$ cat config.mk
export PLATFORM = sky130hd
export DESIGN_NAME = psin_sqrt
export DESIGN_NICKNAME = d
export VERILOG_FILES = /design/src/hdl/psin_pkg.sv /design/src/hdl/psin_sqrt.sv
export SDC_FILE = /design/constraint.sdc
export NUM_CORES = 1
export LEC_CHECK = 0
export ABC_AREA = 1
export BUFFER_PORTS_ARGS = -buffer_cell sky130_fd_sc_hd__buf_2
export CORE_ASPECT_RATIO = 1.2
export CORE_MARGIN = 8
export CORE_UTILIZATION = 40
export CTS_CLUSTER_SIZE = 8
export DETAILED_ROUTE_END_ITERATION = 6
export PLACE_DENSITY_LB_ADDON = 0.1
export SLEW_MARGIN = 25
export SYNTH_ARGS = -nofsm -noshare
export SYNTH_HDL_FRONTEND = slang
export SYNTH_SLANG_ARGS = --single-unit
$ cat constraint.sdc
create_clock -name clk -period 4.5 [get_ports clk]
set_input_delay 0.45 -clock clk [delete_from_list [all_inputs] [get_ports clk]]
set_output_delay 0.45 -clock clk [all_outputs]
set_load 0.01 [all_outputs]
$ cat src/hdl/psin_pkg.sv
`timescale 1ns / 1ps
package psin_pkg;

  localparam int MAX_POINTS = 64;
  localparam int ADDR_W     = $clog2(MAX_POINTS);
  localparam int CNT_W      = $clog2(MAX_POINTS + 1);

  localparam int COORD_W    = 20;
  localparam int SUM_W      = 26;
  localparam int CEN_W      = 26;
  localparam int DIFF_W     = 25;
  localparam int SQ_W       = 50;
  localparam int ROOT_W     = SQ_W / 2;
  localparam int DIV_W      = 40;
  localparam int DSUM_W     = 40;
  localparam int SCALE_W    = 32;
  localparam int OFF_W      = 40;
  localparam int NORM_W     = 24;

  localparam logic [DIV_W-1:0] SQRT2_Q32 = 40'd6074000999;

  typedef struct packed {
    logic signed [COORD_W-1:0] x;
    logic signed [COORD_W-1:0] y;
    logic                      last;
  } in_item_t;

  typedef struct packed {
    logic signed [NORM_W-1:0] norm_x;
    logic signed [NORM_W-1:0] norm_y;
    logic [SCALE_W-1:0]       scale;
    logic signed [OFF_W-1:0]  offset_x;
    logic signed [OFF_W-1:0]  offset_y;
    logic                     degenerate;
    logic                     final_res;
  } out_item_t;

endpackage

$ cat src/hdl/psin_sqrt.sv
`timescale 1ns / 1ps
module psin_sqrt (
  input  logic                        clk,
  input  logic                        rst_n,
  input  logic                        start,
  input  logic [psin_pkg::SQ_W-1:0]   radicand,
  output logic                        done,
  output logic [psin_pkg::ROOT_W-1:0] root
);
  import psin_pkg::*;

  localparam int STEP_W = $clog2(ROOT_W + 1);

  logic [SQ_W-1:0]   v_r, v_nxt;
  logic [SQ_W-1:0]   r_r, r_nxt;
  logic [SQ_W-1:0]   b_r, b_nxt;
  logic [STEP_W-1:0] step_r, step_nxt;
  logic              busy_r, busy_nxt;
  logic              done_r, done_nxt;
  logic [SQ_W-1:0]   trial;

  always_comb begin
    trial    = r_r + b_r;
    v_nxt    = v_r;
    r_nxt    = r_r;
    b_nxt    = b_r;
    step_nxt = step_r;
    busy_nxt = busy_r;
    done_nxt = 1'b0;
    if (start) begin
      v_nxt    = radicand;
      r_nxt    = '0;
      b_nxt    = SQ_W'(1) << (SQ_W - 2);
      step_nxt = '0;
      busy_nxt = 1'b1;
    end else if (busy_r) begin
      if (v_r >= trial) begin
        v_nxt = v_r - trial;
        r_nxt = (r_r >> 1) + b_r;
      end else begin
        r_nxt = r_r >> 1;
      end
      b_nxt    = b_r >> 2;
      step_nxt = step_r + 1'b1;
      if (step_r == STEP_W'(ROOT_W - 1)) begin
        busy_nxt = 1'b0;
        done_nxt = 1'b1;
      end
    end
  end

  always_ff @(posedge clk) begin
    if (!rst_n) begin
      busy_r <= 1'b0;
      done_r <= 1'b0;
      step_r <= '0;
    end else begin
      busy_r <= busy_nxt;
      done_r <= done_nxt;
      step_r <= step_nxt;
    end
    v_r <= v_nxt;
    r_r <= r_nxt;
    b_r <= b_nxt;
  end

  assign done = done_r;
  assign root = r_r[ROOT_W-1:0];

  assert property (@(posedge clk) disable iff (!rst_n) busy_r |-> $onehot(b_r))
    else $error("square root bit lost");
  assert property (@(posedge clk) disable iff (!rst_n) done_r |-> !busy_r)
    else $error("square root done while busy");
  assert property (@(posedge clk) disable iff (!rst_n) start |=> busy_r)
    else $error("square root did not start");

endmodule

==> impl_metrics.yaml <==
status:
  outcome: "completed"
setup_path:
  cp-startpoint: "r_r[4]"
  critPathKind: "flop to flop"
  crit_arrival_ns: 4.37
  cp_top_family: "simple AND/OR/NAND/NOR gates"
  cp_max_fo: 21
  cpMostUsedCell: "nand2_1"
  regToRegEndpoint: "v_r[0]"
  cp_cell_sequence: "ha_1 -> nand2_1 -> o21ai_1 -> nand2_1 -> o21ai_0 -> buf_4 -> nand2_1 -> o21ai_1 -> nand2_1 -> nand2_2 -> nand3_1 -> nand3_1 -> xnor2_1 -> ha_1 -> nand2_1 -> nor2_1 -> nand2_1 -> nor3_4 -> nand2_4 -> nand3_4 -> nand2_2 -> nand2_4 -> buf_12"
  crit_end: "v_r[0]"
  crit_path_end_kind: "flop"
  cp_slowest_stage_delay_ns: 0.39
  r2r_slack_ns: 0.29
  regToRegStartpoint: "r_r[4]"
  critPathRequiredTime_ns: 4.66
  cp.depth: 23
  slowest_stage: "ha_1"
  path_buf_inv: 2
  critPathLaunchType: "flop"
  reg2reg_depth: 23
power_and_ir_drop:
  power.density_nw_per_um2: 530
  peakVddDrop_mv: 0.280
  p_total_mw: 8.89
  p_leak_nw: 7.64
routing:
  drt_iter0_markers: 1310
  wl_met3_um: 2230
  dr_wl_met2_um: 28200
  ant_nets: 0
  dr.pass1.iters: 5
  viasPerCell: 5.33
  drc: 0
  highest_layer: "met4"
  drt-wirelength-per-cell_um: 19.0
  num_vias: 16300
  wl_met1_um: 25000
  drt_wl_total_um: 58400
synthesis:
  synth.net_count: 2630
  yosysTopAreaCellShare: 0.195
  synthCells: 2472
  synth_seq_cells: 132
  synth_area_leaders: "nand2_1 20%, dfxtp_1 11%, edfxtp_1 10%, ha_1 8.9%, inv_1 8.6%"
  synth_area_leader_cell: "nand2_1"
  yosysSeqAreaShare: 0.216
  synth.distinct_cells: 45
  synth_most_common_cell: "nand2_1"
  async_flop_share: 0
  postSynthAreaPerCell_um2: 5.89
  synth-edff-count: 50
  syn_area_um2: 14600
  yosys_most_used_dff: "dfxtp_1"
  synth_common_cells: "756 x nand2_1, 332 x inv_1, 298 x nor2_1, 186 x a21oi_1, 185 x nand3_1"
  yosys_warnings: 0
global_route:
  grt_pass1_vias: 16000
  grt_pass1_wl_um: 88900
  grt_antenna_before_repair: 0
  grt_overflow_total: 0
  grt_use_total: 0.268
  grt_max_degree: 82
timing:
  hold_violations: 0
  fmax_mhz: 237
  finClkSkew_ns: 0.0151
  finalCriticalPeriod_ns: 4.21
  final.setup.worst_slack_ns: 0.289
  relSlewSlack: 0.304
  maxSlewViolCount: 0
  setup_viol: 0
  tightest_slew_ns: 1.03
  period_share: 0.936
  tns_ns: 0
clocking:
  tritoncts: "done"
  tritoncts_num_sinks: 132
  cts.clk_slew.worst_paths_ns: 0.07
  cts_hold_buffers: 0
  clk_latency_ns: 0.46
  clockBufferDepth: 2
  numCtsBuffers: 17
  cts_root_buf: "clkbuf_16"
  htreeDepth: 4
layout:
  diodes: 0
  fill_cells: 3927
  drive_above_1_share: 0.107
  area_delta_synth_final_pct: 15.3
  post-route-util: 0.468
  final_area_um2: 16800
  nets: 2746
place:
  pre_cts_slack_ns: -0.0282
  dp_hpwl_um: 47400
  port_buffers: 78
  place.gp.congestion: 0.980
  dpl-instance-area_um2: 15800
die:
  die-height_um: 225
  initial_utilization: 0.406
  ioPinCount: 79
  coreArea_um2: 35800
  std_cell_rows: 76
  die-width_um: 190
  die_area_um2: 42800
run:
  drv_cap: 0
hold_path:
  hold_class: "input port to flop"
where the power goes:
| group | internal (mW) | leakage (nW) | switching [mW] | total, mW |
|---|---|---|---|---|
| logic | 2.03 | 6.19 | 3.64 | 5.67 |
| clock network | 0.727 | 0.275 | 0.665 | 1.39 |
| registers | 1.62 | 1.18 | 0.207 | 1.82 |
| total | 4.38 | 7.64 | 4.51 | 8.89 |
registers in the layout (all words and copies together), names as in the netlist:
register,flops
b_r,25
done,1
busy_r,1
step_r,5
v_r,50
r_r,50
worst min path at each step:
stage | start | end | slack (ns) | cells after the start
6_report | rst_n | busy_r | 0.26 | 2
5_1_grt | rst_n | busy_r | 0.24 | 2
4_1_cts | rst_n | busy_r | 0.24 | 2
3_5_place_dp | step_r[4] | step_r[4] | 0.49 | 1
3_3_place_gp | step_r[4] | step_r[4] | 0.49 | 1
2_1_floorplan | r_r[0] | r_r[0] | 0.46 | 2
repair_timing:
item                                    4_1_cts  5_1_grt
pin swaps                                     0       13
endpoints found under the setup margin       13      112
gates resized for setup                       2       85
setup buffers                                 0        7
cloned                                        0        3
per-stage QoR:
stage,hold slack (ns),cells
CTS,0.238,3059
detailed placement,0.494,3027
finish,0.258,3069
global placement,0.487,3027
floorplan,0.463,2472
global route,0.242,3069
worst register-to-register path: stages, from the launching register on:
cell and delay [ns]:
dfxtp_1 0.33, ha_1 0.33, nand2_1 0.11, o21ai_1 0.17, nand2_1 0.06, o21ai_0 0.09
buf_4 0.15, nand2_1 0.04, o21ai_1 0.14, nand2_1 0.11, nand2_2 0.14, nand3_1 0.09
nand3_1 0.17, xnor2_1 0.12, ha_1 0.39, nand2_1 0.12, nor2_1 0.23, nand2_1 0.17
nor3_4 0.23, nand2_4 0.08, nand3_4 0.15, nand2_2 0.11, nand2_4 0.16, buf_12 0.20
cells by family (layout without fill, tap and decap cells):
group | after synthesis | count (layout) | synth area share
buffers and inverters | 405 | 534 | 0.113
flip-flops | 132 | 132 | 0.216
adder cells (fa/ha/maj) | 105 | 105 | 0.0908
AND/OR/NAND/NOR | 1348 | 1348 | 0.385
XOR/XNOR | 77 | 77 | 0.0463
AO/OA/AOI/OAI | 405 | 405 | 0.149
cell type report:
cell class / instances / area, um^2 / share of cell area
inverter: 334 / 1260 / 0.0749
clock inverter: 15 / 129 / 0.00768
timing repair buffer: 168 / 1180 / 0.0706
clock buffer: 17 / 425 / 0.0254
sequential: 132 / 3140 / 0.187
tap: 468 / 586 / 0.0349
multi-input combinational: 1935 / 10000 / 0.599
layer usage:
layer	track usage	vias up
li1	-	8235
met1	0.325	7537
met2	0.466	450
met3	0.0289	122
met4	0.133	0
met5	0	-
cell usage in the layout, fill, tap and decap left out, drive strengths merged, types with 11 or more instances in the layout:
cell	Yosys	routed
a21oi	186	186
buf	38	165
clkbuf	33	20
dfxtp	82	82
edfxtp	50	50
ha	104	104
inv	334	346
nand2	760	760
nand3	187	187
nand3b	29	29
nand4	24	24
nor2	302	302
nor3	24	24
nor4	11	11
o21ai	161	161
o21bai	12	12
xnor2	37	37
xor2	40	40
No activity file was read; power rests on OpenSTA's default activity.
