===== config.mk =====
export PLATFORM = sky130hd
export DESIGN_NAME = psin_div
export DESIGN_NICKNAME = d
export VERILOG_FILES = /design/src/hdl/psin_pkg.sv /design/src/hdl/psin_div.sv
export SDC_FILE = /design/constraint.sdc
export NUM_CORES = 1
export LEC_CHECK = 0
export ABC_AREA = 1
export BUFFER_PORTS_ARGS = -buffer_cell sky130_fd_sc_hd__buf_2
export CORE_ASPECT_RATIO = 1.1
export CORE_MARGIN = 2
export CORE_UTILIZATION = 30
export CTS_CLUSTER_SIZE = 28
export DETAILED_ROUTE_END_ITERATION = 8
export HOLD_SLACK_MARGIN = 0.05
export PLACE_DENSITY = 0.46
export SLEW_MARGIN = 40
export SYNTH_ARGS = -nofsm -noshare
export SYNTH_HDL_FRONTEND = slang
export SYNTH_SLANG_ARGS = --single-unit

===== constraint.sdc =====
create_clock -name clk -period 2.42 [get_ports clk]
set_input_delay 0.121 -clock clk [delete_from_list [all_inputs] [get_ports clk]]
set_output_delay 0.121 -clock clk [all_outputs]
set_load 0.05 [all_outputs]

===== src/hdl/psin_pkg.sv =====
`timescale 1ns / 1ps
package psin_pkg;

  localparam int MAX_POINTS = 64;
  localparam int ADDR_W     = $clog2(MAX_POINTS);
  localparam int CNT_W      = $clog2(MAX_POINTS + 1);

  localparam int COORD_W    = 20;
  localparam int SUM_W      = 26;
  localparam int CEN_W      = 26;
  localparam int DIFF_W     = 25;
  localparam int SQ_W       = 50;
  localparam int ROOT_W     = SQ_W / 2;
  localparam int DIV_W      = 40;
  localparam int DSUM_W     = 40;
  localparam int SCALE_W    = 32;
  localparam int OFF_W      = 40;
  localparam int NORM_W     = 24;

  localparam logic [DIV_W-1:0] SQRT2_Q32 = 40'd6074000999;

  typedef struct packed {
    logic signed [COORD_W-1:0] x;
    logic signed [COORD_W-1:0] y;
    logic                      last;
  } in_item_t;

  typedef struct packed {
    logic signed [NORM_W-1:0] norm_x;
    logic signed [NORM_W-1:0] norm_y;
    logic [SCALE_W-1:0]       scale;
    logic signed [OFF_W-1:0]  offset_x;
    logic signed [OFF_W-1:0]  offset_y;
    logic                     degenerate;
    logic                     final_res;
  } out_item_t;

endpackage


===== src/hdl/psin_div.sv =====
`timescale 1ns / 1ps
module psin_div (
  input  logic                      clk,
  input  logic                      rst_n,
  input  logic                      start,
  input  logic [psin_pkg::DIV_W-1:0] dividend,
  input  logic [psin_pkg::DIV_W-1:0] divisor,
  output logic                      done,
  output logic [psin_pkg::DIV_W-1:0] quotient
);
  import psin_pkg::*;

  localparam int STEP_W = $clog2(DIV_W + 1);

  logic [DIV_W-1:0]  quo_r, quo_nxt;
  logic [DIV_W-1:0]  rem_r, rem_nxt;
  logic [DIV_W-1:0]  dvs_r;
  logic [STEP_W-1:0] step_r, step_nxt;
  logic              busy_r, busy_nxt;
  logic              done_r, done_nxt;
  logic [DIV_W:0]    trial;

  always_comb begin
    trial    = {rem_r, quo_r[DIV_W-1]};
    quo_nxt  = quo_r;
    rem_nxt  = rem_r;
    step_nxt = step_r;
    busy_nxt = busy_r;
    done_nxt = 1'b0;
    if (start) begin
      quo_nxt  = dividend;
      rem_nxt  = '0;
      step_nxt = '0;
      busy_nxt = 1'b1;
    end else if (busy_r) begin
      if (trial >= {1'b0, dvs_r}) begin
        rem_nxt = DIV_W'(trial - {1'b0, dvs_r});
        quo_nxt = {quo_r[DIV_W-2:0], 1'b1};
      end else begin
        rem_nxt = trial[DIV_W-1:0];
        quo_nxt = {quo_r[DIV_W-2:0], 1'b0};
      end
      step_nxt = step_r + 1'b1;
      if (step_r == STEP_W'(DIV_W - 1)) begin
        busy_nxt = 1'b0;
        done_nxt = 1'b1;
      end
    end
  end

  always_ff @(posedge clk) begin
    if (!rst_n) begin
      busy_r <= 1'b0;
      done_r <= 1'b0;
      step_r <= '0;
    end else begin
      busy_r <= busy_nxt;
      done_r <= done_nxt;
      step_r <= step_nxt;
    end
    quo_r <= quo_nxt;
    rem_r <= rem_nxt;
    if (start) begin
      dvs_r <= divisor;
    end
  end

  assign done     = done_r;
  assign quotient = quo_r;

  assert property (@(posedge clk) disable iff (!rst_n) done_r |-> !busy_r)
    else $error("divider done while busy");
  assert property (@(posedge clk) disable iff (!rst_n) start |=> busy_r)
    else $error("divider did not start");
  assert property (@(posedge clk) disable iff (!rst_n) busy_r && !start |=> !done_r || !busy_r)
    else $error("divider done flag inconsistent");

endmodule


==> impl_results.html <==
<table>
<tr><th>Metric</th><th>Value</th></tr>
<tr><th colspan="2">Status</th></tr>
<tr><td>Run status</td><td>complete, no violations</td></tr>
<tr><th colspan="2">Finish</th></tr>
<tr><td>Growth of design area from synthesis to finish</td><td>29.8%</td></tr>
<tr><td>Fraction of layout instances using a drive strength above 1</td><td>between 10 and 15%</td></tr>
<tr><td>Net count, final</td><td>~1600</td></tr>
<tr><td>Count of placed standard cells in the final layout, fillers left out</td><td>1828</td></tr>
<tr><td>Flip-flop and latch area</td><td>3360 um^2</td></tr>
<tr><td>Combined area of the multi-input logic cells</td><td>roughly 4200 um^2</td></tr>
<tr><td>Antenna cell count</td><td>0</td></tr>
<tr><td>Count of filler cells inserted in the layout</td><td>approximately 3000</td></tr>
<tr><th colspan="2">Floorplan</th></tr>
<tr><td>Placement row count</td><td>between 60 and 70</td></tr>
<tr><td>Die span in y</td><td>around 180 um</td></tr>
<tr><td>Core Region</td><td>between 20000 and 30000 um^2</td></tr>
<tr><td>Initial cell density of the core</td><td>30.5%</td></tr>
<tr><td>Boundary pin count</td><td>124</td></tr>
<tr><td>Chip Width</td><td>between 150 and 200 um</td></tr>
<tr><td>Die footprint</td><td>roughly 30000 um^2</td></tr>
<tr><th colspan="2">Yosys</th></tr>
<tr><td>Post-synthesis cell type with the largest combined area</td><td>edfxtp_1</td></tr>
<tr><td>Area fraction of the dominant cell type after synthesis</td><td>28.3%</td></tr>
<tr><td>Post-Synthesis Net Count</td><td>around 1400</td></tr>
<tr><td>Post-Synthesis Mean Instance Area</td><td>roughly 6.8 um^2</td></tr>
<tr><td>Synthesis-stage register bit count</td><td>approximately 130</td></tr>
<tr><td>Cell types with the largest area share after synthesis</td><td>edfxtp_1, nand2_1, dfxtp_1</td></tr>
<tr><td>Gate count after technology mapping</td><td>roughly 1200</td></tr>
<tr><td>Count of cell types in the netlist</td><td>37</td></tr>
<tr><td>Synth warn</td><td>0</td></tr>
<tr><td>Cell area after synthesis</td><td>about 8500 um^2</td></tr>
<tr><td>Sequential element share of the synthesized area</td><td>39.7%</td></tr>
<tr><th colspan="2">Placed design</th></tr>
<tr><td>Number of port buffers</td><td>~120</td></tr>
<tr><td>Post-detailed-placement half-perimeter wirelength</td><td>19000 um</td></tr>
<tr><td>Total placed cells including tap cells</td><td>approximately 1700</td></tr>
<tr><td>Weighted congestion at the end of routability-driven global placement</td><td>approximately 0.9</td></tr>
<tr><th colspan="2">STA</th></tr>
<tr><td>F_max</td><td>between 0.4 and 0.5 GHz</td></tr>
<tr><td>WHS</td><td>approximately 260 ps</td></tr>
<tr><td>Setup repair after global routing missed its margin</td><td>false</td></tr>
<tr><td>Hold Fails Final Rpt</td><td>0</td></tr>
<tr><td>Number of max-slew violations in the final report</td><td>0</td></tr>
<tr><td>Headroom to the max-slew limit</td><td>around 67%</td></tr>
<tr><td>Setup Skew</td><td>between 10 and 15 ps</td></tr>
<tr><td>Period Utilization, post-route</td><td>92.5%</td></tr>
<tr><td>Post-layout min period</td><td>about 2200 ps</td></tr>
<tr><td>Final total negative setup slack</td><td>0 ps</td></tr>
<tr><td>Setup-failing EPs final</td><td>0</td></tr>
<tr><td>Transition time at the pin with the least slew margin</td><td>~490 ps</td></tr>
<tr><th colspan="2">CTS</th></tr>
<tr><td>Post-CTS setup-driven buffer insertion count</td><td>0</td></tr>
<tr><td>Clock-pin transition on the worst setup and hold timing paths</td><td>60 ps</td></tr>
<tr><td>Maximum level of the CTS H-tree</td><td>4</td></tr>
<tr><td>Number of clock sinks seen by CTS</td><td>128</td></tr>
<tr><td>Bufs on Longest Clock Path</td><td>2</td></tr>
<tr><td>Clock tree from TritonCTS</td><td>yes</td></tr>
<tr><td>Clock latency at the later pin of the worst-skew pair</td><td>around 440 ps</td></tr>
<tr><td>Root Driver</td><td>clkbuf_16</td></tr>
<tr><td>Number of buffers inserted during clock tree synthesis</td><td>17</td></tr>
<tr><th colspan="2">Worst setup path</th></tr>
<tr><td>Terminus of the critical flop-to-flop path</td><td>rem_r[35]</td></tr>
<tr><td>Maximum fanout encountered on the critical timing path</td><td>15</td></tr>
<tr><td>Critical path class</td><td>reg -&gt; reg</td></tr>
<tr><td>Type of destination of the critical path</td><td>flip-flop</td></tr>
<tr><td>Depth of the most critical reg-to-reg path</td><td>14</td></tr>
<tr><td>R2r setup slk</td><td>180 ps</td></tr>
<tr><td>Endpoint required time on the critical path</td><td>roughly 2700 ps</td></tr>
<tr><td>Arrival time at the worst endpoint</td><td>about 2600 ps</td></tr>
<tr><td>Start of the worst register-to-register path</td><td>dvs_r[22]</td></tr>
<tr><td>Element type at the critical path start</td><td>flip-flop</td></tr>
<tr><th colspan="2">Power and ir drop</th></tr>
<tr><td>Part of the power in combinational logic</td><td>16.6%</td></tr>
<tr><td>Worst ir drop on vdd</td><td>around 330 uV</td></tr>
<tr><td>Internal cell power</td><td>just over 4 mW</td></tr>
<tr><td>Net Sw Frac</td><td>between 30% and 40%</td></tr>
<tr><td>P_sw</td><td>approximately 1.9 mW</td></tr>
<tr><td>Static Leak</td><td>approximately 5.8 nW</td></tr>
<tr><td>Share of total power in the clock network</td><td>approximately two fifths</td></tr>
<tr><td>PD cells</td><td>~550 nW/um^2</td></tr>
<tr><td>Reg power frac</td><td>approximately 42%</td></tr>
<tr><th colspan="2">Detailed routing</th></tr>
<tr><td>Total wire length</td><td>approximately 25000 um</td></tr>
<tr><td>Vias</td><td>~8100</td></tr>
<tr><td>Routed via count divided by cell count</td><td>approximately 4.4</td></tr>
<tr><td>Final routed wire length divided by cell count</td><td>between 10 and 15 um</td></tr>
<tr><td>Number of optimization iterations in the first detailed-route pass</td><td>8</td></tr>
<tr><td># DRC</td><td>0</td></tr>
<tr><td>Count of antenna-violating nets left after detailed routing</td><td>0</td></tr>
<tr><td>Number of DRC violations after detailed-routing iteration 0</td><td>roughly 450</td></tr>
<tr><th colspan="2">Global route</th></tr>
<tr><td>Total congestion overflow after global routing</td><td>0</td></tr>
<tr><td>Maximum number of pins on one net before global-route repair</td><td>57</td></tr>
<tr><td>Global-route wire length before repair</td><td>approximately 42000 um</td></tr>
<tr><td>Via count of the first global-routing pass</td><td>8153</td></tr>
<tr><td>Initial antenna violation count</td><td>0</td></tr>
<tr><td>Total routing usage reported by global routing</td><td>17.9%</td></tr>
<tr><th colspan="2">Worst hold path</th></tr>
<tr><td>Tightest Hold Check Type</td><td>in -&gt; reg</td></tr>
<tr><td>Launch instance of the worst min-delay path</td><td>start</td></tr>
<tr><td>Hold-critical path depth</td><td>2</td></tr>
<tr><td>Worst hold path endpoint</td><td>dvs_r[32]</td></tr>
<tr><th colspan="2">Flow run</th></tr>
<tr><td>Number of maximum-capacitance constraint violations</td><td>0</td></tr>
</table>
[power by group through the flow]
stage / Sequential [mW] / Clock (mW) / Combinational, mW
2_1_floorplan: 2.81 / 0 / 0.361
3_3_place_gp: 2.57 / 0 / 0.893
3_5_place_dp: 2.57 / 0 / 0.890
4_1_cts: 2.53 / 2.57 / 0.992
5_1_grt: 2.54 / 2.67 / 1.09
6_report: 2.53 / 2.48 / 0.994
[per-stage QoR]
stage | setup WS [ps] | utilization (%) | area (um^2) | power, mW
finish | 181 | 39.6 | 11000 | 6.00
global route | 9.36 | 39.6 | 11000 | 6.31
CTS | 19.0 | 39.3 | 10900 | 6.09
detailed placement | 39.4 | 34.4 | 9550 | 3.46
global placement | 34.6 | 34.4 | 9550 | 3.46
floorplan | 27.5 | - | 8480 | 3.17
[cells in the mapped netlist]
master and number:
buf_1 1, o211ai_1 1, xnor2_1 21, a21boi_2 1, ha_1 41, nor2_2 7
nor2_4 1, a31oi_1 2, nor3_1 6, nand3_2 2, o21ai_0 8, fa_1 1
a21o_1 2, o21bai_1 2, o21ai_1 19, nand2_1 514, clkbuf_1 13, nand2_4 2
a21oi_2 1, nand3_1 92, inv_2 2, nand3b_1 20, buf_6 6, nor3b_1 3
dfxtp_1 48, clkinv_1 2, nand2_2 4, a21boi_0 1, xor2_1 1, buf_2 8
or2_2 1, a21oi_1 28, nand4_1 4, nor2_1 73, and2_1 2, inv_1 221
edfxtp_1 80
[area by class of cell]
class	instances	area share [%]
clock inverters	15	1.11
flip-flops and latches	128	30.6
well taps	363	4.13
multi-input cells	860	37.9
inverters	225	7.68
repair buffers	220	14.7
clock buffers	17	3.87
[state kept, by name, indices dropped and copies added (netlist names)]
register  cells
dvs_r        40
quotient     40
rem_r        40
step_r        6
busy_r        1
done          1
[worst max-delay path by stage]
stage / from / slack [ps] / cells past startpoint / to
global placement: dvs_r[8] / 30 / 17 / rem_r[38]
detailed placement: dvs_r[8] / 40 / 17 / rem_r[36]
CTS: dvs_r[8] / 20 / 17 / rem_r[34]
global route: dvs_r[29] / 9 / 14 / rem_r[16]
finish: dvs_r[22] / 180 / 14 / rem_r[35]
floorplan: busy_r / 30 / 3 / quotient[0]
[worst max-delay path: stages, from the launching register on]
cell and delay (ps):
edfxtp_1 320, inv_1 50, ha_2 380, nand2_1 140
nor2_2 160, nand2_1 100, nor2_2 180, nand3_1 110
nand2_1 120, nor2_4 70, nand2_4 120, buf_12 160
nand3_1 110, nand2_1 80, nand2_1 40
[layer usage]
metal	up-vias	track usage [%]	wire length (um)
met2	190	29.5	11600
met5	-	0	0
met3	26	4.35	1430
met1	3607	22.9	11900
met4	0	5.44	538
li1	4253	-	-
[kinds of logic (layout without fill, tap and decap cells)]
| kind of cell | Yosys count | in the layout | share of synthesized area, % |
|---|---|---|---|
| simple gates | 731 | 731 | 35.8 |
| xor+xnor | 22 | 22 | 2.27 |
| flops | 128 | 128 | 39.7 |
| compound gates | 65 | 65 | 4.16 |
| fa+ha+maj | 42 | 42 | 6.29 |
| buf+inv | 253 | 477 | 11.8 |
[cell usage in the layout, fill, tap and decap left out, types with 3 or more instances in the layout]
| master | instances |
|---|---|
| a21oi_1 | 27 |
| buf_12 | 5 |
| buf_2 | 122 |
| buf_4 | 10 |
| clkbuf_16 | 17 |
| clkinvlp_4 | 3 |
| dfxtp_1 | 48 |
| dlygate4sd3_1 | 81 |
| edfxtp_1 | 80 |
| ha_1 | 38 |
| ha_2 | 3 |
| inv_1 | 221 |
| inv_6 | 7 |
| nand2_1 | 510 |
| nand2_2 | 8 |
| nand3_1 | 92 |
| nand3b_1 | 20 |
| nand4_1 | 4 |
| nor2_1 | 68 |
| nor2_2 | 9 |
| nor2_4 | 4 |
| nor3_1 | 6 |
| nor3b_1 | 3 |
| o21ai_0 | 8 |
| o21ai_1 | 19 |
| xnor2_1 | 21 |
[what timing repair did]
action,4_1_cts,5_1_grt
hold endpoints to repair,81,0
setup endpoints to repair,0,41
hold buffers,81,0
gates resized for setup,0,26
Power figures use the tool's default switching activity.
