File: config.mk
export PLATFORM = sky130hd
export DESIGN_NAME = psin_ram
export DESIGN_NICKNAME = d
export VERILOG_FILES = /design/src/hdl/psin_ram.sv
export SDC_FILE = /design/constraint.sdc
export NUM_CORES = 1
export LEC_CHECK = 0
export CAP_MARGIN = 20
export CORE_MARGIN = 8
export CORE_UTILIZATION = 53
export CTS_CLUSTER_DIAMETER = 30
export DETAILED_ROUTE_END_ITERATION = 8
export DONT_BUFFER_PORTS = 1
export PLACE_DENSITY = 0.75
export SETUP_SLACK_MARGIN = 0.05
export SLEW_MARGIN = 20
export SYNTH_ARGS = -nofsm -noshare
export SYNTH_HDL_FRONTEND = slang
export SYNTH_SLANG_ARGS = --single-unit
File: constraint.sdc
create_clock -name clk -period 2.23 [get_ports clk]
set_clock_uncertainty 0.1 [all_clocks]
set_input_delay 0.5575 -clock clk [delete_from_list [all_inputs] [get_ports clk]]
set_output_delay 0.5575 -clock clk [all_outputs]
set_load 0.02 [all_outputs]
File: src/hdl/psin_ram.sv
`timescale 1ns / 1ps
module psin_ram #(
  parameter int WIDTH = 8,
  parameter int DEPTH = 16
) (
  input  logic                     clk,
  input  logic                     we,
  input  logic [$clog2(DEPTH)-1:0] waddr,
  input  logic [WIDTH-1:0]         wdata,
  input  logic [$clog2(DEPTH)-1:0] raddr,
  output logic [WIDTH-1:0]         rdata
);

  logic [WIDTH-1:0] mem [DEPTH];
  logic [WIDTH-1:0] rdata_r;

  always_ff @(posedge clk) begin
    if (we) begin
      mem[waddr] <= wdata;
    end
    rdata_r <= mem[raddr];
  end

  assign rdata = rdata_r;

endmodule

==> metrics, run 1 <==
Post-Syn Area per Cell 22.5 sq um; final wirelength between 10000 and 15000 um; routed length per instance 25.2 um; Int Pwr 4.61 mW; status completed; Max Fanout on Critical Path 1; Top FF cell, synth edfxtp_1; GPL Wtd Cong 0.800; Root Driver clkbuf_8; HPWL Detailed 6020 um; Num CTS Buffers 17; layout cells sized above 1 23.7%; Synth cell types 19; Crit. Startpoint rdata[3]; die area 0.0131 sq mm; final worst setup slack between 500 and 600 ps; top-area cell type share of the netlist area approximately 75%; Sw Pwr 1.08 mW; GRT Util Overall 16.8%; Final Max Slew Viols 0; sequential area share after synthesis roughly 78%; multi-input combinational cell area 0.00106 sq mm; core footprint 0.00959 sq mm; Vias roughly 2300; crit share post-route 76.5%; FMAX 586 MHz; reg-to-reg startpoint mem[1][5]; post-CTS setup buffer count 0; pre-CTS WS 426 ps; pwr/cell area between 900 and 1000 mW/mm^2; leading area contributor after synthesis edfxtp_1; Worst Path Required 1570 ps; Netlist Area Pre-Place 0.00515 sq mm; initial antenna violation count 0; port buffer count 0; CTS tree yes; sequential share of power between 50% and 60%; number of nets with antenna violations after routing 0; fin crit period 1710 ps; Post-Synthesis Cells 229; Commonest cells post-synth 128 x edfxtp_1, 18 x mux4_2, 16 x a22oi_1; clock share of power 46.3%; vias in the first global route 2418; GR Overflow Total 0; htree depth 4; Longest Clk Path Bufs 2; number of synthesized flops with an enable pin about 130; row count 36; cell with the most instances after synthesis edfxtp_1; setup tns final 0 ps; Switching Share 19.0%; largest net degree at the start of global routing 33; Hold Crit Class primary input to flip-flop; Via density about 5.9; asr flop ratio synth 0%; # DRC 0; Hold Slack between 30 and 40 ps; register bit total from synthesis 136; CTS Hold Bufs 0; Yosys warnings 0; hold path startpoint wdata[4]; Starting DRT DRC Count 208; Hold Violations, Final 0; CP endpoint kind output pin; IO Count 26; kind of critical path flip-flop to output pin; placed cells between 300 and 400; FF/Latch Area 0.00400 sq mm; Die H 115 um; first-pass GRT wire length 15100 um; # clock sinks between 100 and 150; post-cts resize count 0; Post-Syn Nets 247; max cap viols 0; VDD IR max 0.000467 V; ANT cells 0; drt first pass iters 4; top cells by area, synth edfxtp_1 75%, mux4_2 7.9%, mux4_1 7.1%, dfxtp_1 3.1%, a22oi_1 2.3%; Least-Margin Pin Slew 684 ps; RSZ-0062 raised after global routing no; Final Cell Area 0.00591 sq mm; critical path startpoint category flip-flop; Comb power frac under 10%; Slew headroom between 50 and 60%; fin nets between 200 and 300; Chip Width 115 um; Post-Layout Cell Count between 300 and 400; clk slew on worst S/H paths ~60 ps; worst path arrival time 1050 ps; dpl cell area 0.00536 sq mm; clk_lat worst skew 520 ps; final-report setup violation count 0; P&R area growth vs syn 14.8%; Fillers 653; Initial Util a little over half; Leakage ~2.0 nW
routing by layer:
layer	share of wire (%)	track usage (%)	vias to the layer above
met3	6.3	5.33	15
met4	1.6	7.54	0
li1	-	-	1020
met5	0	0	-
met1	42	21.2	1226
met2	50	26.0	76
path summary, 6_finish.rpt:
check              end  slack [ps]  cells after the start
max reg2reg   rdata[5]         650                      3
min reg2reg   rdata[7]         590                      3
max           rdata[3]         520                      0
min          mem[1][4]          30                      0
flip-flops by register name (all words and copies together) (netlist names):
name,count
mem,128
rdata,8
power by group through the flow:
| stage | combinational, mW | sequential [mW] | clock [mW] |
|---|---|---|---|
| floorplan | 0.145 | 2.94 | 0 |
| global route | 0.170 | 2.91 | 2.79 |
| CTS | 0.160 | 2.90 | 2.67 |
| finish | 0.158 | 2.90 | 2.63 |
| global placement | 0.155 | 2.95 | 0 |
| detailed placement | 0.158 | 2.96 | 0 |
metrics by stage:
stage	power [mW]	util (%)
6_report	5.69	61.6
3_5_place_dp	3.11	55.8
3_3_place_gp	3.11	55.8
5_1_grt	5.87	61.6
2_1_floorplan	3.09	-
4_1_cts	5.74	61.6
layout make-up:
type	instances	area share, %
clock inverters	12	2.29
clock buffers	18	7.07
well taps	133	2.82
multi-input cells	83	17.9
flip-flops and latches	136	67.8
repair buffers	17	2.16
cell usage in the layout (no fill, tap or decap), types with 2 or more instances in the layout:
cell type	netlist	final
dfxtp_1	8	8
nor3_1	4	4
clkinv_2	0	6
mux4_2	18	18
bufinv_16	0	3
clkinv_1	0	2
buf_4	1	17
nand3b_1	2	2
clkbuf_16	0	16
a22oi_1	16	16
nor2_1	13	13
edfxtp_1	128	128
nand2_1	9	9
nand2b_1	2	2
mux4_1	14	14
logic make-up after synthesis:
group	after synthesis	share of synthesized area (%)
flip-flops	136	77.8
AND/OR/NAND/NOR	35	3.18
multiplexers	32	15.0
buffers and inverters	10	1.68
AO/OA/AOI/OAI	16	2.33
Note: power is estimated with default switching activity, not from simulation.
==> inputs of run 2 (changes only) <==
- ABC_AREA: unset -> 1
- clock period: 2.23 -> 1.5 ns (I/O delays scaled with it)
==> metrics, run 2 <==
status completed; Int Pwr 6.82 mW (+48%); placed cells 688 (+86%); multi-input combinational cell area 0.00121 sq mm (+15%); first-pass GRT wire length 20300 um (+35%); Final Cell Area 0.00665 sq mm (+13%); Via density 5.39 (-8.0%); drt first pass iters 5 (+1); Hold Slack 22.8 ps (-9.71 ps); pwr/cell area 1300 mW/mm^2 (+35%); Post-Synthesis Cells 551 (+140%); Top FF cell, synth edfxtp_1; Leakage 2.86 nW (+46%); Chip Width 120 um (+5.0%); post-CTS setup buffer count 0 (unchanged); top-area cell type share of the netlist area 66.7% (-8.0 points); register bit total from synthesis 136 (unchanged); reg-to-reg startpoint mem[15][0]; clk_lat worst skew 520 ps (about the same); Yosys warnings 0 (unchanged); Worst Path Required 1020 ps (-550 ps); Synth cell types 12 (-7); final worst setup slack 93.0 ps (-431 ps); port buffer count 0 (unchanged); # clock sinks 136 (unchanged); sequential share of power 49.8% (-1.2 points); final wirelength 12700 um (+26%); Switching Share 21.4% (+2.4 points); # DRC 0 (unchanged); Starting DRT DRC Count 353 (+70%); number of synthesized flops with an enable pin 128 (unchanged); Longest Clk Path Bufs 2 (unchanged); GR Overflow Total 0 (unchanged); max cap viols 0 (unchanged); IO Count 26 (unchanged); leading area contributor after synthesis edfxtp_1; P&R area growth vs syn 15.4%; row count 38 (+5.6%); Vias 3937 (+68%); Final Max Slew Viols 0 (unchanged); final-report setup violation count 0 (unchanged); max reg flops 128 (unchanged); core footprint 0.0107 sq mm (+12%); Post-Layout Cell Count 731 (+83%); hold path startpoint raddr[2]; sequential area share after synthesis 69.4% (-8.4 points); vias in the first global route 3843 (+59%); ANT cells 0 (unchanged); worst path arrival time 930 ps (-120 ps); utilization after layout 61.9% (+0.34 points); fin crit period 1410 ps; Max Fanout on Critical Path 1 (unchanged); Commonest cells post-synth 173 x nand2_1, 128 x edfxtp_1, 100 x inv_1; asr flop ratio synth 0% (unchanged); clk slew on worst S/H paths 60 ps (about the same); total power draw 8.67 mW (+52%); Largest Register mem; CP endpoint kind output pin; Sw Pwr 1.86 mW (+72%); Num CTS Buffers 17 (unchanged); Least-Margin Pin Slew 791 ps (+107 ps); Comb power frac 5.1% (+2.3 points); Worst Hold Path Cells 3 (+3); HPWL Detailed 7750 um (+29%); Post-Syn Area per Cell 10.5 sq um (-53%); number of nets with antenna violations after routing 0 (unchanged); FF/Latch Area 0.00401 sq mm (+0.22%); GPL Wtd Cong 0.893 (+12%); pre-CTS WS 134 ps (-292 ps); initial antenna violation count 0 (unchanged); Register-to-Register Path Depth 6 (+3); r2r setup slk 390 ps (-260 ps); Die H 120 um (+5.0%); Hold Violations, Final 0 (unchanged); GRT Util Overall 18.7% (+2.0 points); htree depth 4 (unchanged); Slew headroom 47.1% (-7.1 points); worst r2r dst rdata[0]; setup tns final 0 ps (unchanged); kind of critical path flip-flop to output pin; VDD IR max 0.000754 V (+62%); cell with the most instances after synthesis nand2_1; crit share post-route 93.8%; FMAX 711 MHz; die area 0.0145 sq mm (+10%); layout cells sized above 1 9.98% (-14 points); clock share of power 45.1% (-1.2 points); fin nets 596 (+120%); critical path startpoint category flip-flop; Hold EP rdata[4]; Netlist Area Pre-Place 0.00577 sq mm (+12%); Root Driver clkbuf_8; largest net degree at the start of global routing 66 (+100%); RSZ-0062 raised after global routing no; Initial Util 53.7% (about the same); Hold Crit Class primary input to flip-flop; Fillers 834 (+28%); routed length per instance 17.4 um (-31%); Post-Syn Nets 569 (+130%); dpl cell area 0.00597 sq mm (+11%); most common cell after layout, fill and taps aside nand2_1; commonest non-fill, non-tap cells in the layout 173 x nand2_1, 128 x edfxtp_1, 100 x inv_1; CTS tree yes; top cells by area, synth edfxtp_1 67%, nand2_1 11%, nand3_1 8.4%, inv_1 6.5%, dfxtp_1 2.8%
## run 2: changes by cell type in the layout (fill, tap and decap cells not counted), moves of 7 or more
cell,delta
a22oi_1,-16
dfxtp_1,-7
dfxtp_2,+7
dlygate4sd3_1,+11
inv_1,+100
mux4_1,-14
mux4_2,-18
nand2_1,+164
nand3_1,+96
## run 2: repair_timing
item | in CTS | in global routing
endpoints found under the setup margin | 7 | 0
resized for setup | 7 | 0
endpoints found under the hold margin | 136 | 0
hold buffers | 11 | 0
## run 2: power groups by stage
stage / clock network, mW / logic [mW] / registers (mW)
after floorplan: 0 / 0.300 / 4.38
after global placement: 0 / 0.340 / 4.39
after detailed placement: 0 / 0.345 / 4.39
after CTS: 3.95 / 0.443 / 4.32
after global routing: 4.10 / 0.494 / 4.33
final: 3.91 / 0.444 / 4.32
## run 2: logic make-up (layout without fill, tap and decap cells)
group	Yosys count	in the layout	synth area share (%)
flip-flops	136	136	69.4
buffers and inverters	126	166	9.52
AND/OR/NAND/NOR	289	289	21.0
## run 2: area by class of cell
| type | instances | area share (%) |
|---|---|---|
| sequential | 136 | 60.3 |
| tap | 140 | 2.63 |
| clock inverter | 11 | 1.88 |
| clock buffer | 21 | 6.60 |
| multi-input combinational | 289 | 18.2 |
| inverter | 102 | 5.75 |
| timing repair buffer | 32 | 4.59 |
## run 2: how the worst max path moves through the flow
| stage | from | end | cells past startpoint |
|---|---|---|---|
| after CTS | rdata[1] | rdata[1] | 0 |
| after global routing | rdata[1] | rdata[1] | 0 |
| after global placement | waddr[2] | mem[8][5] | 3 |
| after floorplan | waddr[3] | mem[4][0] | 2 |
| after detailed placement | waddr[2] | mem[8][6] | 3 |
| final | rdata[1] | rdata[1] | 0 |
## run 2: metal layers
metal | up-vias | global-route usage (%) | routed length, um
met5 | - | 0 | 0
met4 | 0 | 11.1 | 499
met3 | 40 | 4.52 | 1040
met2 | 215 | 29.8 | 6170
met1 | 1856 | 22.9 | 5030
li1 | 1826 | - | -
==> inputs of run 3 (changes only) <==
- CORE_UTILIZATION: 53 -> 40
- PLACE_DENSITY: 0.75 -> 0.6
==> metrics, run 3 (synthesis gave the netlist of run 2 again) <==
crit share post-route 96.7% (+2.9 points); # clock sinks 136 (unchanged); setup tns final 0 ps (unchanged); Final Max Slew Viols 0 (unchanged); Hold Crit Class primary input to flip-flop; final-report setup violation count 0 (unchanged); CP endpoint kind flip-flop; sequential share of power 47.8% (-2.0 points); final wirelength 13300 um (+4.5%); Num CTS Buffers 17 (unchanged); multi-input combinational cell area 0.00121 sq mm (unchanged); commonest non-fill, non-tap cells in the layout 173 x nand2_1, 128 x edfxtp_1, 100 x inv_1; port buffer count 0 (unchanged); Initial Util 40.3% (-13 points); VDD IR max 0.000789 V (+4.7%); die area 0.0185 sq mm (+28%); # DRC 0 (unchanged); max reg flops 128 (unchanged); max cap viols 0 (unchanged); Least-Margin Pin Slew 803 ps (+12.6 ps); Vias 3753 (-4.7%); drt first pass iters 5 (unchanged); Max Fanout on Critical Path 16 (+15); critical path startpoint category primary input; Root Driver clkbuf_16; vias in the first global route 3704 (-3.6%); CTS Hold Bufs 7 (-4); GPL Wtd Cong 0.812 (-9.1%); kind of critical path primary input to flip-flop; first-pass GRT wire length 21200 um (+4.3%); Hold Slack -40.5 ps (-63.3 ps); Comb power frac 4.5% (-0.6 points); post-CTS setup buffer count 0 (unchanged); number of nets with antenna violations after routing 0 (unchanged); layout cells sized above 1 8.86% (-1.1 points); Leakage 2.87 nW (+0.33%); core footprint 0.0143 sq mm (+33%); initial antenna violation count 0 (unchanged); fin nets 592 (-0.67%); Starting DRT DRC Count 374 (+5.9%); CTS tree yes; htree depth 4 (unchanged); Int Pwr 7.15 mW (+5.0%); GR Overflow Total 0 (unchanged); HPWL Detailed 8260 um (+6.5%); total power draw 9.03 mW (+4.1%); clock share of power 47.6% (+2.5 points); row count 44 (+16%); crit path max-delay cell type dlygate4sd3_1; Worst Path Required 1500 ps (+480 ps); clk_lat worst skew 410 ps (-110 ps); Via density 4.87 (-9.6%); Chip Width 136 um (+13%); ANT cells 0 (unchanged); CP cell instances dlygate4sd3_1; fin crit period 1450 ps (+43.7 ps); Largest Register mem; clk slew on worst S/H paths 60 ps (about the same); FF/Latch Area 0.00400 sq mm (-0.22%); Switching Share 20.7% (-0.67 points); status complete, but fails checks; crit path buf inv count 1; FMAX 689 MHz (-3.0%); Sw Pwr 1.87 mW (+0.81%); largest net degree at the start of global routing 66 (unchanged); IO Count 26 (unchanged); worst path arrival time 1450 ps (+520 ps); Longest Clk Path Bufs 2 (unchanged); most common cell after layout, fill and taps aside nand2_1; Fillers 1325 (+59%); Die H 136 um (+13%); CP max stage delay 1060 ps; violated checks negative hold slack; Slew headroom 46.3% (-0.84 points); routed length per instance 17.3 um (-0.93%); pwr/cell area 1350 mW/mm^2 (+3.2%); CP top delay family buffers and inverters; Hold Violations, Final 32 (+32); P&R area growth vs syn 16.4%; RSZ-0062 raised after global routing no; GRT Util Overall 15.4% (-3.4 points)
[run 3: final cells by class]
class                   instances  area share [%]
flip-flops and latches        136            59.7
inverters                     102            5.71
clock inverters                14            2.72
well taps                     184            3.43
multi-input cells             289            18.1
clock buffers                  18            6.40
repair buffers                 28            3.99
[run 3: final timing paths]
path,startpoint,to,slack (ps),depth (start not counted)
max,wdata[1],mem[0][1],50,1
min,wdata[6],mem[14][6],-40,0
max reg2reg,mem[12][7],rdata[7],380,6
min reg2reg,mem[6][7],rdata[7],590,6
[run 3: routing by layer]
metal  global-route usage (%)  part of all wire (%)  vias to the layer above
met5                        0                     0                        -
met4                     5.80                   1.8                        0
met3                     3.88                   5.5                       20
met2                     23.7                    48                      118
met1                     20.4                    45                     1795
li1                         -                     -                     1820
[run 3: stage by stage]
step / instance area, sq um / setup WS (ps) / instances / utilization [%] / hold WS [ps]
global route: 6710 / 73.9 / 771 / 46.9 / -64.7
global placement: 6030 / 138 / 732 / 42.1 / 375
detailed placement: 6030 / 119 / 732 / 42.1 / 375
floorplan: 5770 / 74.2 / 551 / - / 374
finish: 6710 / 49.4 / 771 / 46.9 / -40.5
CTS: 6710 / 66.4 / 771 / 46.9 / -58.1
[run 3: timing repair]
action	in CTS	in global routing
setup endpoints to repair	0	16
resized for setup	0	1
endpoints found under the hold margin	129	32
[run 3: power groups by stage]
stage,logic (mW),clock network (mW),registers (mW)
after floorplan,0.300,0,4.38
after global placement,0.346,0,4.40
after detailed placement,0.349,0,4.40
after CTS,0.413,4.35,4.32
after global routing,0.463,4.49,4.33
final,0.411,4.30,4.32
